### config.mk
export PLATFORM = sky130hd
export DESIGN_NAME = dda_line_rasterizer_core_flat
export DESIGN_NICKNAME = d
export VERILOG_FILES = /design/src/hdl/dlr_pkg.sv /design/src/hdl/dlr_in_if.sv /design/src/hdl/dlr_out_if.sv /design/src/hdl/dlr_front.sv /design/src/hdl/dlr_fifo.sv /design/src/hdl/dlr_back.sv /design/src/hdl/dda_line_rasterizer_core.sv /design/src/flat_wrapper.sv
export SDC_FILE = /design/constraint.sdc
export NUM_CORES = 2
export LEC_CHECK = 0
export ABC_AREA = 0
export BUFFER_PORTS_ARGS = -buffer_cell sky130_fd_sc_hd__buf_2
export CORE_ASPECT_RATIO = 0.8
export CORE_UTILIZATION = 50
export CTS_CLUSTER_SIZE = 10
export DETAILED_ROUTE_END_ITERATION = 8
export MAX_ROUTING_LAYER = met4
export PLACE_DENSITY = 0.66
export SETUP_SLACK_MARGIN = 0.02
export SLEW_MARGIN = 20
export SYNTH_ARGS = -nofsm -noshare
export SYNTH_HDL_FRONTEND = slang
export SYNTH_HIERARCHICAL = 1
export SYNTH_SLANG_ARGS = --single-unit
export TNS_END_PERCENT = 10
### constraint.sdc
create_clock -name clk -period 6.8 [get_ports clk]
set_input_delay 0 -clock clk [delete_from_list [all_inputs] [get_ports clk]]
set_output_delay 0 -clock clk [all_outputs]
set_load 0.01 [all_outputs]
### src/hdl/dlr_pkg.sv
// dlr_pkg: shared constants and types for the DDA line rasteriser.
// Used by the channel interfaces, the front end, the queue, the back end and the top level.
package dlr_pkg;

	localparam int REG_W      = 13;
	localparam int INDEX_W    = 24;
	localparam int COLOUR_W   = 32;
	localparam int IN_COORD_W = 16;
	localparam int CFG_IDX_W  = 2;

	localparam logic [CFG_IDX_W-1:0] REG_SCREEN_WIDTH  = 2'd0;
	localparam logic [CFG_IDX_W-1:0] REG_SCREEN_HEIGHT = 2'd1;
	localparam logic [CFG_IDX_W-1:0] REG_ROW_STRIDE    = 2'd2;

	localparam logic [REG_W-1:0] RST_SCREEN_WIDTH  = 13'd640;
	localparam logic [REG_W-1:0] RST_SCREEN_HEIGHT = 13'd480;
	localparam logic [REG_W-1:0] RST_ROW_STRIDE    = 13'd640;

	localparam logic OP_START   = 1'b0;
	localparam logic OP_ADVANCE = 1'b1;

	typedef struct packed {
		logic empty;
		logic full;
	} q_stat_t;

endpackage

### src/hdl/dlr_in_if.sv
// dlr_in_if: input word channel (valid/ready) carrying one start or advance word.
// Depends on dlr_pkg for field widths.
interface dlr_in_if;
	logic                                  valid;
	logic                                  ready;
	logic                                  op;
	logic signed [dlr_pkg::IN_COORD_W-1:0] x_start;
	logic signed [dlr_pkg::IN_COORD_W-1:0] y_start;
	logic signed [dlr_pkg::IN_COORD_W-1:0] x_end;
	logic signed [dlr_pkg::IN_COORD_W-1:0] y_end;
	logic        [dlr_pkg::COLOUR_W-1:0]   pixel_value;

	modport source (output valid, op, x_start, y_start, x_end, y_end, pixel_value,
		input ready);
	modport sink (input valid, op, x_start, y_start, x_end, y_end, pixel_value,
		output ready);
endinterface

### src/hdl/dlr_out_if.sv
// dlr_out_if: result word channel (valid/ready) carrying one pixel write.
// Depends on dlr_pkg for field widths.
interface dlr_out_if;
	logic                           valid;
	logic                           ready;
	logic                           write_enable;
	logic [dlr_pkg::INDEX_W-1:0]    pixel_index;
	logic [dlr_pkg::COLOUR_W-1:0]   pixel_colour;
	logic                           last;

	modport source (output valid, write_enable, pixel_index, pixel_colour, last,
		input ready);
	modport sink (input valid, write_enable, pixel_index, pixel_colour, last,
		output ready);
endinterface

### src/hdl/dlr_front.sv
// dlr_front: accepts input words, truncates coordinates, forms deltas, magnitudes and step.
// Depends on dlr_pkg and dlr_in_if; pushes packed entries into the command queue.
module dlr_front #(
	parameter int COORD_BITS = 16
) (
	input  logic                clk,
	input  logic                arst_n,
	dlr_in_if.sink              in_ch,
	input  dlr_pkg::q_stat_t    q_stat,
	output logic                q_push,
	output logic [3*(COORD_BITS+1)+2*COORD_BITS+dlr_pkg::COLOUR_W+2:0] q_wdata
);
	localparam int C    = COORD_BITS;
	localparam int DW   = C + 1;
	localparam int IN_W = (C > dlr_pkg::IN_COORD_W) ? C : dlr_pkg::IN_COORD_W;

	logic signed [IN_W-1:0] xs_ext, ys_ext, xe_ext, ye_ext;
	logic        [C-1:0]    x1, y1, x2, y2;
	logic                   in_ready;

	logic                          v_s1;
	logic                          op_s1;
	logic [C-1:0]                  x1_s1, y1_s1;
	logic [DW-1:0]                 dx_s1, dy_s1;
	logic [dlr_pkg::COLOUR_W-1:0]  colour_s1;

	logic [DW-1:0] mx, my, stp;

	assign xs_ext = IN_W'(in_ch.x_start);
	assign ys_ext = IN_W'(in_ch.y_start);
	assign xe_ext = IN_W'(in_ch.x_end);
	assign ye_ext = IN_W'(in_ch.y_end);
	assign x1 = xs_ext[C-1:0];
	assign y1 = ys_ext[C-1:0];
	assign x2 = xe_ext[C-1:0];
	assign y2 = ye_ext[C-1:0];

	assign q_push   = v_s1 && !q_stat.full;
	assign in_ready = !v_s1 || !q_stat.full;
	assign in_ch.ready = in_ready;

	always_ff @(posedge clk or negedge arst_n) begin
		if (!arst_n) begin
			v_s1      <= 1'b0;
			op_s1     <= dlr_pkg::OP_START;
			x1_s1     <= '0;
			y1_s1     <= '0;
			dx_s1     <= '0;
			dy_s1     <= '0;
			colour_s1 <= '0;
		end else if (in_ready) begin
			v_s1 <= in_ch.valid;
			if (in_ch.valid) begin
				op_s1     <= in_ch.op;
				x1_s1     <= x1;
				y1_s1     <= y1;
				dx_s1     <= {x2[C-1], x2} - {x1[C-1], x1};
				dy_s1     <= {y2[C-1], y2} - {y1[C-1], y1};
				colour_s1 <= in_ch.pixel_value;
			end
		end
	end

	// magnitudes and major-axis length
	assign mx  = dx_s1[C] ? (~dx_s1 + DW'(1)) : dx_s1;
	assign my  = dy_s1[C] ? (~dy_s1 + DW'(1)) : dy_s1;
	assign stp = (mx >= my) ? mx : my;

	assign q_wdata = {op_s1, dx_s1[C], dy_s1[C], mx, my, stp, x1_s1, y1_s1, colour_s1};

endmodule

### src/hdl/dlr_fifo.sv
// dlr_fifo: short register queue between front and back ends.
// Depends on dlr_pkg for the status struct.
module dlr_fifo #(
	parameter int WIDTH = 8,
	parameter int DEPTH = 4
) (
	input  logic              clk,
	input  logic              arst_n,
	input  logic              push,
	input  logic [WIDTH-1:0]  wdata,
	input  logic              pop,
	output logic [WIDTH-1:0]  rdata,
	output dlr_pkg::q_stat_t  stat
);
	localparam int PTR_W = (DEPTH > 1) ? $clog2(DEPTH) : 1;
	localparam int CNT_W = $clog2(DEPTH + 1);

	logic [WIDTH-1:0] mem_q [DEPTH];
	logic [PTR_W-1:0] wr_ptr_q, rd_ptr_q;
	logic [CNT_W-1:0] count_q;
	logic             do_push, do_pop;

	assign stat.empty = (count_q == '0);
	assign stat.full  = (count_q == CNT_W'(DEPTH));
	assign do_push = push && !stat.full;
	assign do_pop  = pop && !stat.empty;
	assign rdata   = mem_q[rd_ptr_q];

	always_ff @(posedge clk) begin
		if (do_push)
			mem_q[wr_ptr_q] <= wdata;
	end

	always_ff @(posedge clk or negedge arst_n) begin
		if (!arst_n) begin
			wr_ptr_q <= '0;
			rd_ptr_q <= '0;
			count_q  <= '0;
		end else begin
			if (do_push)
				wr_ptr_q <= (wr_ptr_q == PTR_W'(DEPTH - 1)) ? '0 : wr_ptr_q + PTR_W'(1);
			if (do_pop)
				rd_ptr_q <= (rd_ptr_q == PTR_W'(DEPTH - 1)) ? '0 : rd_ptr_q + PTR_W'(1);
			if (do_push && !do_pop)
				count_q <= count_q + CNT_W'(1);
			else if (do_pop && !do_push)
				count_q <= count_q - CNT_W'(1);
		end
	end

endmodule

### src/hdl/dlr_back.sv
// dlr_back: executes queued words: restoring divider for increments, DDA stepping,
// clipping and a two-stage index pipeline ending in the output register.
// Depends on dlr_pkg and dlr_out_if.
module dlr_back #(
	parameter int FRAC_BITS  = 16,
	parameter int COORD_BITS = 16
) (
	input  logic                            clk,
	input  logic                            arst_n,
	input  dlr_pkg::q_stat_t                q_stat,
	input  logic [3*(COORD_BITS+1)+2*COORD_BITS+dlr_pkg::COLOUR_W+2:0] q_rdata,
	output logic                            q_pop,
	input  logic [dlr_pkg::REG_W-1:0]       screen_width,
	input  logic [dlr_pkg::REG_W-1:0]       screen_height,
	input  logic [dlr_pkg::REG_W-1:0]       row_stride,
	dlr_out_if.source                       out_ch
);
	localparam int C     = COORD_BITS;
	localparam int F     = FRAC_BITS;
	localparam int DW    = C + 1;
	localparam int RW    = C + 2;
	localparam int POS_W = C + F + 1;
	localparam int INC_W = F + 2;
	localparam int CNT_W = $clog2(F + 1);
	localparam int CMP_W = (C > dlr_pkg::REG_W) ? C : dlr_pkg::REG_W;
	localparam int PRD_W = C + dlr_pkg::REG_W;
	localparam int SUM_W = PRD_W + 1;

	typedef enum logic {ST_RUN, ST_DIV} state_t;

	logic                         e_op, e_sx, e_sy;
	logic [DW-1:0]                e_mx, e_my, e_step;
	logic [C-1:0]                 e_x1, e_y1;
	logic [dlr_pkg::COLOUR_W-1:0] e_colour;

	assign {e_op, e_sx, e_sy, e_mx, e_my, e_step, e_x1, e_y1, e_colour} = q_rdata;

	state_t                       state_q;
	logic signed [POS_W-1:0]      x_pos_q, y_pos_q;
	logic signed [INC_W-1:0]      x_inc_q, y_inc_q;
	logic [DW-1:0]                steps_q;
	logic [dlr_pkg::COLOUR_W-1:0] colour_q;

	logic [RW-1:0]                rem_x_q, rem_y_q;
	logic [DW-1:0]                dstep_q;
	logic [F:0]                   qx_q, qy_q;
	logic [CNT_W-1:0]             cnt_q;
	logic                         sx_q, sy_q;

	logic                         v_s1, we_s1, last_s1;
	logic [C-1:0]                 row_s1, col_s1;
	logic [dlr_pkg::COLOUR_W-1:0] colour_s1;

	logic                         out_valid_q, we_q, last_q;
	logic [dlr_pkg::INDEX_W-1:0]  index_q;
	logic [dlr_pkg::COLOUR_W-1:0] out_colour_q;

	logic s2_free, s1_free, pop_adv, pop_start;

	// divider datapath
	logic [RW-1:0]           dstep_ext, rx, ry;
	logic                    bx, by;
	logic [F:0]              qx_next, qy_next;
	logic signed [INC_W-1:0] qx_ext, qy_ext;

	// stepping datapath
	logic [C:0]       col_full, row_full;
	logic             on_screen;

	// index datapath
	logic [PRD_W-1:0] prod;
	logic [SUM_W-1:0] sum;

	assign s2_free   = !out_valid_q || out_ch.ready;
	assign s1_free   = !v_s1 || s2_free;
	assign pop_start = !q_stat.empty && (state_q == ST_RUN) && (e_op == dlr_pkg::OP_START);
	assign pop_adv   = !q_stat.empty && (state_q == ST_RUN) && (e_op == dlr_pkg::OP_ADVANCE)
		&& s1_free;
	assign q_pop     = pop_start || pop_adv;

	assign dstep_ext = {1'b0, dstep_q};
	assign bx = (rem_x_q >= dstep_ext);
	assign by = (rem_y_q >= dstep_ext);
	assign rx = bx ? (rem_x_q - dstep_ext) : rem_x_q;
	assign ry = by ? (rem_y_q - dstep_ext) : rem_y_q;
	assign qx_next = {qx_q[F-1:0], bx};
	assign qy_next = {qy_q[F-1:0], by};
	assign qx_ext = {1'b0, qx_next};
	assign qy_ext = {1'b0, qy_next};

	assign col_full = x_pos_q[POS_W-1:F];
	assign row_full = y_pos_q[POS_W-1:F];
	assign on_screen = !col_full[C] && !row_full[C]
		&& (CMP_W'(col_full[C-1:0]) < CMP_W'(screen_width))
		&& (CMP_W'(row_full[C-1:0]) < CMP_W'(screen_height));

	assign prod = PRD_W'(row_s1) * PRD_W'(row_stride);
	assign sum  = SUM_W'(prod) + SUM_W'(col_s1);

	always_ff @(posedge clk or negedge arst_n) begin
		if (!arst_n) begin
			state_q      <= ST_RUN;
			x_pos_q      <= '0;
			y_pos_q      <= '0;
			x_inc_q      <= '0;
			y_inc_q      <= '0;
			steps_q      <= '0;
			colour_q     <= '0;
			rem_x_q      <= '0;
			rem_y_q      <= '0;
			dstep_q      <= '0;
			qx_q         <= '0;
			qy_q         <= '0;
			cnt_q        <= '0;
			sx_q         <= 1'b0;
			sy_q         <= 1'b0;
			v_s1         <= 1'b0;
			we_s1        <= 1'b0;
			last_s1      <= 1'b0;
			row_s1       <= '0;
			col_s1       <= '0;
			colour_s1    <= '0;
			out_valid_q  <= 1'b0;
			we_q         <= 1'b0;
			last_q       <= 1'b0;
			index_q      <= '0;
			out_colour_q <= '0;
		end else begin
			unique case (state_q)
				ST_RUN: begin
					if (pop_start) begin
						colour_q <= e_colour;
						x_pos_q  <= {e_x1[C-1], e_x1, {F{1'b0}}};
						y_pos_q  <= {e_y1[C-1], e_y1, {F{1'b0}}};
						x_inc_q  <= '0;
						y_inc_q  <= '0;
						steps_q  <= e_step;
						rem_x_q  <= RW'(e_mx);
						rem_y_q  <= RW'(e_my);
						dstep_q  <= e_step;
						sx_q     <= e_sx;
						sy_q     <= e_sy;
						qx_q     <= '0;
						qy_q     <= '0;
						cnt_q    <= '0;
						if (e_step != '0)
							state_q <= ST_DIV;
					end else if (pop_adv && steps_q != '0) begin
						x_pos_q <= x_pos_q + POS_W'(x_inc_q);
						y_pos_q <= y_pos_q + POS_W'(y_inc_q);
						steps_q <= steps_q - DW'(1);
					end
				end
				ST_DIV: begin
					rem_x_q <= {rx[RW-2:0], 1'b0};
					rem_y_q <= {ry[RW-2:0], 1'b0};
					qx_q    <= qx_next;
					qy_q    <= qy_next;
					cnt_q   <= cnt_q + CNT_W'(1);
					if (cnt_q == CNT_W'(F)) begin
						x_inc_q <= sx_q ? -qx_ext : qx_ext;
						y_inc_q <= sy_q ? -qy_ext : qy_ext;
						state_q <= ST_RUN;
					end
				end
				default: state_q <= ST_RUN;
			endcase

			// stage 1: clip and split the current point
			if (s1_free) begin
				v_s1 <= pop_adv;
				if (pop_adv) begin
					we_s1     <= (steps_q != '0) && on_screen;
					last_s1   <= (steps_q == '0) || (steps_q == DW'(1));
					row_s1    <= row_full[C-1:0];
					col_s1    <= col_full[C-1:0];
					colour_s1 <= colour_q;
				end
			end

			// stage 2: linear index into the output register
			if (s2_free) begin
				out_valid_q <= v_s1;
				if (v_s1) begin
					we_q         <= we_s1;
					last_q       <= last_s1;
					index_q      <= we_s1 ? sum[dlr_pkg::INDEX_W-1:0] : '0;
					out_colour_q <= colour_s1;
				end
			end
		end
	end

	assign out_ch.valid        = out_valid_q;
	assign out_ch.write_enable = we_q;
	assign out_ch.pixel_index  = index_q;
	assign out_ch.pixel_colour = out_colour_q;
	assign out_ch.last         = last_q;

endmodule

### src/hdl/dda_line_rasterizer_core.sv
// dda_line_rasterizer_core: DDA line rasteriser, front end, command queue and back end.
// An advance word passes the front register, queue, back stage 1 and output register.
// Throughput: one advance word per cycle while the output is not stalled; a start word
// holds the back end while the restoring divider forms both increments.
// Reset: asynchronous, clears queue, pipeline and line state; registers to 640/480/640.
// Depends on dlr_pkg, dlr_in_if, dlr_out_if, dlr_front, dlr_fifo, dlr_back.
module dda_line_rasterizer_core #(
	parameter int FRAC_BITS   = 16,
	parameter int COORD_BITS  = 16,
	parameter int QUEUE_DEPTH = 4
) (
	input  logic                            clk,
	input  logic                            arst_n,
	input  logic                            cfg_we,
	input  logic [dlr_pkg::CFG_IDX_W-1:0]   cfg_index,
	input  logic [dlr_pkg::REG_W-1:0]       cfg_data,
	dlr_in_if.sink                          in_ch,
	dlr_out_if.source                       out_ch
);
	localparam int Q_W = 3 * (COORD_BITS + 1) + 2 * COORD_BITS + dlr_pkg::COLOUR_W + 3;

	logic [dlr_pkg::REG_W-1:0] screen_width_q, screen_height_q, row_stride_q;
	dlr_pkg::q_stat_t          q_stat;
	logic                      q_push, q_pop;
	logic [Q_W-1:0]            q_wdata, q_rdata;

	always_ff @(posedge clk or negedge arst_n) begin
		if (!arst_n) begin
			screen_width_q  <= dlr_pkg::RST_SCREEN_WIDTH;
			screen_height_q <= dlr_pkg::RST_SCREEN_HEIGHT;
			row_stride_q    <= dlr_pkg::RST_ROW_STRIDE;
		end else if (cfg_we) begin
			case (cfg_index)
				dlr_pkg::REG_SCREEN_WIDTH:  screen_width_q  <= cfg_data;
				dlr_pkg::REG_SCREEN_HEIGHT: screen_height_q <= cfg_data;
				dlr_pkg::REG_ROW_STRIDE:    row_stride_q    <= cfg_data;
				default: ;
			endcase
		end
	end

	dlr_front #(
		.COORD_BITS (COORD_BITS)
	) u_front (
		.clk     (clk),
		.arst_n  (arst_n),
		.in_ch   (in_ch),
		.q_stat  (q_stat),
		.q_push  (q_push),
		.q_wdata (q_wdata)
	);

	dlr_fifo #(
		.WIDTH (Q_W),
		.DEPTH (QUEUE_DEPTH)
	) u_queue (
		.clk    (clk),
		.arst_n (arst_n),
		.push   (q_push),
		.wdata  (q_wdata),
		.pop    (q_pop),
		.rdata  (q_rdata),
		.stat   (q_stat)
	);

	dlr_back #(
		.FRAC_BITS  (FRAC_BITS),
		.COORD_BITS (COORD_BITS)
	) u_back (
		.clk           (clk),
		.arst_n        (arst_n),
		.q_stat        (q_stat),
		.q_rdata       (q_rdata),
		.q_pop         (q_pop),
		.screen_width  (screen_width_q),
		.screen_height (screen_height_q),
		.row_stride    (row_stride_q),
		.out_ch        (out_ch)
	);

	a_no_push_full: assert property (@(posedge clk) disable iff (!arst_n)
		!(q_push && q_stat.full))
		else $error("queue pushed while full");

	a_no_pop_empty: assert property (@(posedge clk) disable iff (!arst_n)
		!(q_pop && q_stat.empty))
		else $error("queue popped while empty");

	a_cfg_ignored: assert property (@(posedge clk) disable iff (!arst_n)
		cfg_we && (cfg_index > dlr_pkg::REG_ROW_STRIDE) |=>
		screen_width_q == $past(screen_width_q) && screen_height_q == $past(screen_height_q)
		&& row_stride_q == $past(row_stride_q))
		else $error("write beyond register list changed a register");

endmodule
### src/flat_wrapper.sv
// flat-port wrapper written by rule: the top's interface ports become plain ports
module dda_line_rasterizer_core_flat 
#(
	parameter int FRAC_BITS   = 16,
	parameter int COORD_BITS  = 16,
	parameter int QUEUE_DEPTH = 4
)
  (clk, arst_n, cfg_we, cfg_index, cfg_data, in_ch_valid, in_ch_op, in_ch_x_start, in_ch_y_start, in_ch_x_end, in_ch_y_end, in_ch_pixel_value, in_ch_ready, out_ch_valid, out_ch_write_enable, out_ch_pixel_index, out_ch_pixel_colour, out_ch_last, out_ch_ready);
  dlr_in_if in_ch_i ();
  dlr_out_if out_ch_i ();
  input  logic clk;
  input  logic arst_n;
  input  logic cfg_we;
  input  logic [dlr_pkg::CFG_IDX_W-1:0] cfg_index;
  input  logic [dlr_pkg::REG_W-1:0] cfg_data;
  input wire logic [$bits(in_ch_i.valid)-1:0] in_ch_valid;
  input wire logic [$bits(in_ch_i.op)-1:0] in_ch_op;
  input wire logic [$bits(in_ch_i.x_start)-1:0] in_ch_x_start;
  input wire logic [$bits(in_ch_i.y_start)-1:0] in_ch_y_start;
  input wire logic [$bits(in_ch_i.x_end)-1:0] in_ch_x_end;
  input wire logic [$bits(in_ch_i.y_end)-1:0] in_ch_y_end;
  input wire logic [$bits(in_ch_i.pixel_value)-1:0] in_ch_pixel_value;
  output wire logic [$bits(in_ch_i.ready)-1:0] in_ch_ready;
  output wire logic [$bits(out_ch_i.valid)-1:0] out_ch_valid;
  output wire logic [$bits(out_ch_i.write_enable)-1:0] out_ch_write_enable;
  output wire logic [$bits(out_ch_i.pixel_index)-1:0] out_ch_pixel_index;
  output wire logic [$bits(out_ch_i.pixel_colour)-1:0] out_ch_pixel_colour;
  output wire logic [$bits(out_ch_i.last)-1:0] out_ch_last;
  input wire logic [$bits(out_ch_i.ready)-1:0] out_ch_ready;
  assign in_ch_i.valid = in_ch_valid;
  assign in_ch_i.op = in_ch_op;
  assign in_ch_i.x_start = in_ch_x_start;
  assign in_ch_i.y_start = in_ch_y_start;
  assign in_ch_i.x_end = in_ch_x_end;
  assign in_ch_i.y_end = in_ch_y_end;
  assign in_ch_i.pixel_value = in_ch_pixel_value;
  assign in_ch_ready = in_ch_i.ready;
  assign out_ch_valid = out_ch_i.valid;
  assign out_ch_write_enable = out_ch_i.write_enable;
  assign out_ch_pixel_index = out_ch_i.pixel_index;
  assign out_ch_pixel_colour = out_ch_i.pixel_colour;
  assign out_ch_last = out_ch_i.last;
  assign out_ch_i.ready = out_ch_ready;
  dda_line_rasterizer_core #(.FRAC_BITS(FRAC_BITS), .COORD_BITS(COORD_BITS), .QUEUE_DEPTH(QUEUE_DEPTH)) u_core (.clk(clk), .arst_n(arst_n), .cfg_we(cfg_we), .cfg_index(cfg_index), .cfg_data(cfg_data), .in_ch(in_ch_i), .out_ch(out_ch_i));
endmodule
; ---- After elaboration in Yosys (flattened, before gate mapping)
; Memory sizes are Yosys's and may differ from the RTL's.
; Index checks and enable logic that the tools add are counted.
[totals]
mem_bits_rw = 472
reg_bits = 516
mem_count = 1
wordCells = 158
[op_classes]
n_addsub = 17
magnitude_cmp = 5
bitwise = 4
eq_ne = 9
reduce_logical = 44
n_mul = 1
mux = 38
[mem_list]
columns = memory, depth, word_bits, rd, rd_clocked_by_memory_dff, write_ports, line
row1 = u_core.u_queue.mem_q, 4, 118, 1, 0, 1, dlr_fifo.sv:18  ; logic [WIDTH-1:0] mem_q [DEPTH];
[op_table]
columns = operator, n
row1 = 18-bit case mux with 2 select lines, 4
row2 = 33-bit 2-to-1 mux, 4
row3 = 18-bit 2-to-1 mux, 7
row4 = 17-bit 2-to-1 mux, 7
row5 = 33-bit by 18-bit adder with 33-bit output, 2
row6 = 16-bit case mux with 2 select lines, 2
row7 = 18-bit by 17-bit >= comparator with 1-bit output, 2
row8 = 17-bit negator with 18-bit output, 2
row9 = 17-bit by 1-bit adder with 17-bit output (second input constant), 2
row10 = 17-bit inverter, 2
row11 = 17-bit nonzero test, 2
row12 = 16-bit by 16-bit subtractor with 17-bit output, 2
row13 = 17-bit subtractor, 2
row14 = 16-bit by 13-bit < comparator with 1-bit output, 2
row15 = 24-bit by 16-bit adder with 24-bit output, 1
row16 = 16-bit by 13-bit multiplier with 24-bit output, 1
row17 = 24-bit 2-to-1 mux, 1
row18 = 2-bit AND reduction, 9
row19 = 17-bit by 1-bit equality test with 1-bit output (second input constant), 1
row20 = 17-bit >= comparator, 1
row21 = 17-bit zero test, 1
row22 = 17-bit by 1-bit subtractor with 17-bit output (second input constant), 1
row23 = 16-bit 2-to-1 mux, 1
row24 = 1-bit logical AND, 14
row25 = other kinds (22), 45

; ---- Longest topological paths before layout
[depth]
depth_word = 10
ltp_mapped = 25
mapped_depth_nobuf = 24

; ---- Modules after synthesis
; The synthesis kept the hierarchy.
[modules_own_cells]
columns = mod, seq_area_each_um2, cells_per_inst, area_per_inst_um2, n_inst
row1 = dlr_back, 9258.9, 2957, 27298.7, 1
row2 = dlr_fifo, 14348.8, 653, 17463.0, 1
row3 = dlr_front, 2502.4, 775, 6563.8, 1
row4 = dda_line_rasterizer_core, 985.9, 84, 1475.2, 1

; ---- Worst setup path before layout
; No wires, ideal clock.
[synth_path]
path_kind = register to register
startpoint = register u_core.u_queue.count_q[2]
endpoint = memory u_core/u_queue/mem_q[3][0] (netlist name), enable pin
path_stages_with_launch = 5
n_path_buf = 0
t_arrival_ns = 5.717
setup_ns = 0.599
setup_slack_ns = 0.484
cell_sequence = dfrtp_1 > nor3b_2 > nor2b_1 > nand2_1 > nor2_1
[synth_lines]
columns = item, line
row1 = "start, declared", dlr_fifo.sv:20  ; logic [CNT_W-1:0] count_q;
row2 = "start signal, assigned", dlr_fifo.sv:45  ; count_q <= count_q + CNT_W'(1);
row3 = "start signal, assigned", dlr_fifo.sv:47  ; count_q <= count_q - CNT_W'(1);
row4 = "end, declared", dlr_fifo.sv:18

; ---- Worst setup path after layout
[layout_path]
startpoint = register u_core/row_stride_q[3] (netlist name)
endpoint = register u_core.u_back.index_q, in the netlist u_core/u_back/out_ch.pixel_index[22]
[layout_between]
elab_chain_len = 3
[layout_lines]
columns = item, line
row1 = "start, declared", dda_line_rasterizer_core.sv:22  ; logic [dlr_pkg::REG_W-1:0] screen_width_q, screen_height_q, row_stride_q;
row2 = "start signal, assigned", dda_line_rasterizer_core.sv:31  ; row_stride_q <= dlr_pkg::RST_ROW_STRIDE;
row3 = "start signal, assigned", dda_line_rasterizer_core.sv:36  ; dlr_pkg::REG_ROW_STRIDE: row_stride_q <= cfg_data;
row4 = 16-bit by 13-bit multiplier with 24-bit output, dlr_back.sv:97  ; assign prod = PRD_W'(row_s1) * PRD_W'(row_stride);
row5 = 24-bit by 16-bit adder with 24-bit output, dlr_back.sv:98  ; assign sum = SUM_W'(prod) + SUM_W'(col_s1);
row6 = 24-bit 2-to-1 mux, dlr_back.sv:187  ; index_q <= we_s1 ? sum[dlr_pkg::INDEX_W-1:0] : '0;
row7 = "end signal, assigned", dlr_back.sv:187
row8 = "end, declared", dlr_back.sv:55  ; logic [dlr_pkg::INDEX_W-1:0] index_q;
; Every way passes these cells.
; A chain may end at the register's enable or synchronous reset.

==> run_results.csv <==
group,metric,value,unit
layout,area_growth,13.6,%
setup_path,cp_top_family,"adder cells",
layout,fillers,8617,
die,dieArea,107000,um2
synth,synth_edf_count,472,
synth,synth_top_family_by_area,"adder cells",
die,rows,106,
setup_path,path_cells,"and2_1 > fa_1 > inv_1 > fa_1 > inv_1 > ha_1 > ha_1 > fa_1 > inv_1 > fa_1 > inv_1 > ha_1 > or2_2 > a2111oi_0 > a211oi_1 > a21oi_1 > o31ai_1 > or4_1 > o311ai_0 > xor2_1 > o31ai_1",
die,start_util,50.5,%
routing,wirelength,125000,um
die,die_x,365,um
synth,yosys_register_bits,988,
sta,hold_viol_final,0,
status,status,"completed",
layout,multi_input_area,23600,um2
routing,detail_route.iter0.violations,2551,
synth,syn_inst,4469,
placement,globalplace.congestion,0.905,
hold_path,hold_path.class,"input port to flop",
clock_network,clock_latency,720,ps
synth,synth_compound_area_share,9.81,%
sta,setup_viol,0,
grt,grt_use_total,24.5,%
setup_path,cp_max_fo,17,
routing,ant_nets,0,
routing,viasPerCell,5.61,
setup_path,cp_slowest_cell,"a2111oi_0",
synth,synth-adder-area-share,12.2,%
sta,period_share,95.0,%
placement,post-place-ws,395,ps
sta,final_max_slew_viol_count,0,
setup_path,startpoint_type,"flop",
clock_network,cts_max_path_buffers,3,
sta,finalWorstSetupSlack,340,ps
clock_network,h-tree-depth,3,
routing,dr.pass1.iters,5,
die,dieHeight,293,um
synth,netlist_area,52800,um2
sta,rsz0062_at_grt,"false",
synth,synth-simple-area-share,10.6,%
synth,synthArstFlopShare,52.2,%
clock_network,cts_buffers,112,
layout,layout-drive-gt1-share,14.0,%
clock_network,cts_tree,"built",
synth,yosys_warnings,6,
setup_path,crit_path_end_kind,"flop",
synth,ys_types,87,
layout,layout.nets,5293,
synth,ys.flop_type,"dfrtp_1",
setup_path,worst-path-buf-inv,4,
sta,finClkSkew,61.0,ps
placement,dp.final_hpwl,85200,um
routing,wl_per_cell,19.9,um
sta,worst_pin_slew,1090,ps
synth,ys_seq_area_share,51.3,%
clock_network,cts_sinks,988,
synth,synth_xor_area_share,3.10,%
die,core_area,105000,um2
synth,synth_nets,5003,
grt,grt_start_max_net_pins,155,
setup_path,arrival,7030,ps
grt,grt_antenna_before_repair,7,
routing,drc,0,
grt,overflow,0,
grt,grt_pass1_vias,34700,
clock_network,root_buffer,"clkbuf_16",
sta,finalCriticalPeriod,6460,ps
sta,relSlewSlack,27.6,%
run,drv_cap,0,
die,ios,177,
setup_path,crit_type,"flop to flop",
setup_path,critPathRequiredTime,7370,ps
grt,grt_pass1_wl,199000,um
setup_path,slowest_delay,610,ps
sta,tns,0,ps
synth,muxShareOfSynthArea,8.88,%
placement,port_buffers,176,
routing,vias,35100,
synth,syn_avg_cell_area,11.8,um2
clock_network,path_clk_slew,60,ps
layout,seq_area,27100,um2
sta,max_clock_freq,0.155,GHz
kinds of logic after synthesis:
family,count (synthesis)
muxes,302
xor gates and xnor gates,187
buffers and inverters,540
DFF,988
and+or+nand+nor,1208
AOI/OAI and AO/OA,827
adders and majority gates,417
per-stage QoR:
stage,instance area (um2),hold slack [ps],util (%),instances
final,60000,32.9,57.3,6257
after global routing,60000,48.8,57.3,6256
after CTS,60000,15.2,57.3,6252
after detailed placement,55000,15.7,52.5,5893
after global placement,55000,23.1,52.5,5893
after floorplan,52800,-296,-,4469
final cells by class:
type	instances	share of cell area, %
sequential	988	45.2
tap	1404	2.93
inverter	346	2.16
clock buffer	192	5.30
timing repair buffer	370	4.65
clock inverter	11	0.402
multi-input combinational	2941	39.3
antenna	5	0.0209
worst min-delay path, cell delays in order:
cell	delay [ps]
dlygate4sd3_1	510
buf_2	100
nand2_1	50
nand2_1	50
sequential cells by signal, indices dropped and copies added (netlist names), 24 cells and up:
name	cells
u_core/u_back/y_pos_q	33
u_core/u_back/colour_s1	32
u_core/u_back/colour_q	32
u_core/u_queue/mem_q	472
u_core/u_back/out_ch.pixel_colour	32
u_core/u_back/x_pos_q	33
u_core/u_back/out_ch.pixel_index	24
u_core/u_front/colour_s1	32
layer usage:
layer / vias to the layer above / global-route usage, % / share of wire, %
met5: - / - / 0
met4: 0 / 5.53 / 1.8
met3: 149 / 4.23 / 6.4
met2: 933 / 34.5 / 44
met1: 17600 / 37.0 / 48
li1: 16400 / - / -
layout by cell type (no fill, tap or decap), types with 14 or more instances in the layout:
cell and count:
a211oi_1 17, a21o_1 54, a21oi_1 141, a22oi_1 27, a31oi_1 21, and2_1 105
and3_1 24, buf_2 175, buf_4 35, clkbuf_1 72, clkbuf_16 112, dfrtp_1 505
dlygate4sd3_1 155, edfxtp_1 472, fa_1 165, ha_1 252, inv_1 344, mux2_2 151
mux2i_1 32, mux4_2 118, nand2_1 661, nand2b_1 39, nand3_1 94, nand4_1 19
nor2_1 93, nor2b_1 36, nor3_1 47, nor4_1 14, o211ai_1 32, o21a_1 36
o21ai_0 327, o31ai_1 37, or3_1 20, xnor2_1 89, xor2_1 98
cells in the mapped netlist (32+ instances only):
cell type,n,area share [%]
clkbuf_1,146,1.0
edfxtp_1,472,27
o21ai_0,327,3.1
nor2_1,95,0.68
nand2_1,664,4.7
o21a_1,36,0.51
ha_1,252,6.0
nand2b_1,39,0.46
and2_1,109,1.3
a21oi_1,141,1.3
mux2_2,151,3.2
xnor2_1,89,1.5
nor3_1,48,0.45
nor2b_1,36,0.43
o31ai_1,37,0.53
inv_1,344,2.4
o211ai_1,32,0.45
mux4_2,118,5.0
xor2_1,98,1.6
fa_1,165,6.3
a21o_1,55,0.78
nand3_1,95,0.90
mux2i_1,32,0.61
dfrtp_1,508,24
path summary, 6_finish.rpt:
| kind | from | to | slack, ps | cells past startpoint |
|---|---|---|---|---|
| min | in_ch_pixel_value[23] | u_core/u_front/colour_s1[23] | 30 | 4 |
| max in group asynchronous | arst_n | u_core/u_queue/rd_ptr_q[1] | 5250 | 4 |
| min reg2reg | u_core/u_back/colour_q[29] | u_core/u_back/colour_q[29] | 470 | 2 |
| max reg2reg | u_core/row_stride_q[3] | u_core/u_back/out_ch.pixel_index[22] | 340 | 21 |
| min in group asynchronous | arst_n | u_core/screen_height_q[8] | 550 | 3 |
| max | u_core/row_stride_q[3] | u_core/u_back/out_ch.pixel_index[22] | 340 | 21 |
timing repair:
action | in CTS | in global routing
gates resized for setup | 0 | 0
hold endpoints to repair | 354 | 0
hold buffers | 156 | 0
buffers inserted | 0 | 0
Power is left out: the tool's default activity adds up to more than one toggle a clock period on the data nets, which glitch-free logic cannot reach.
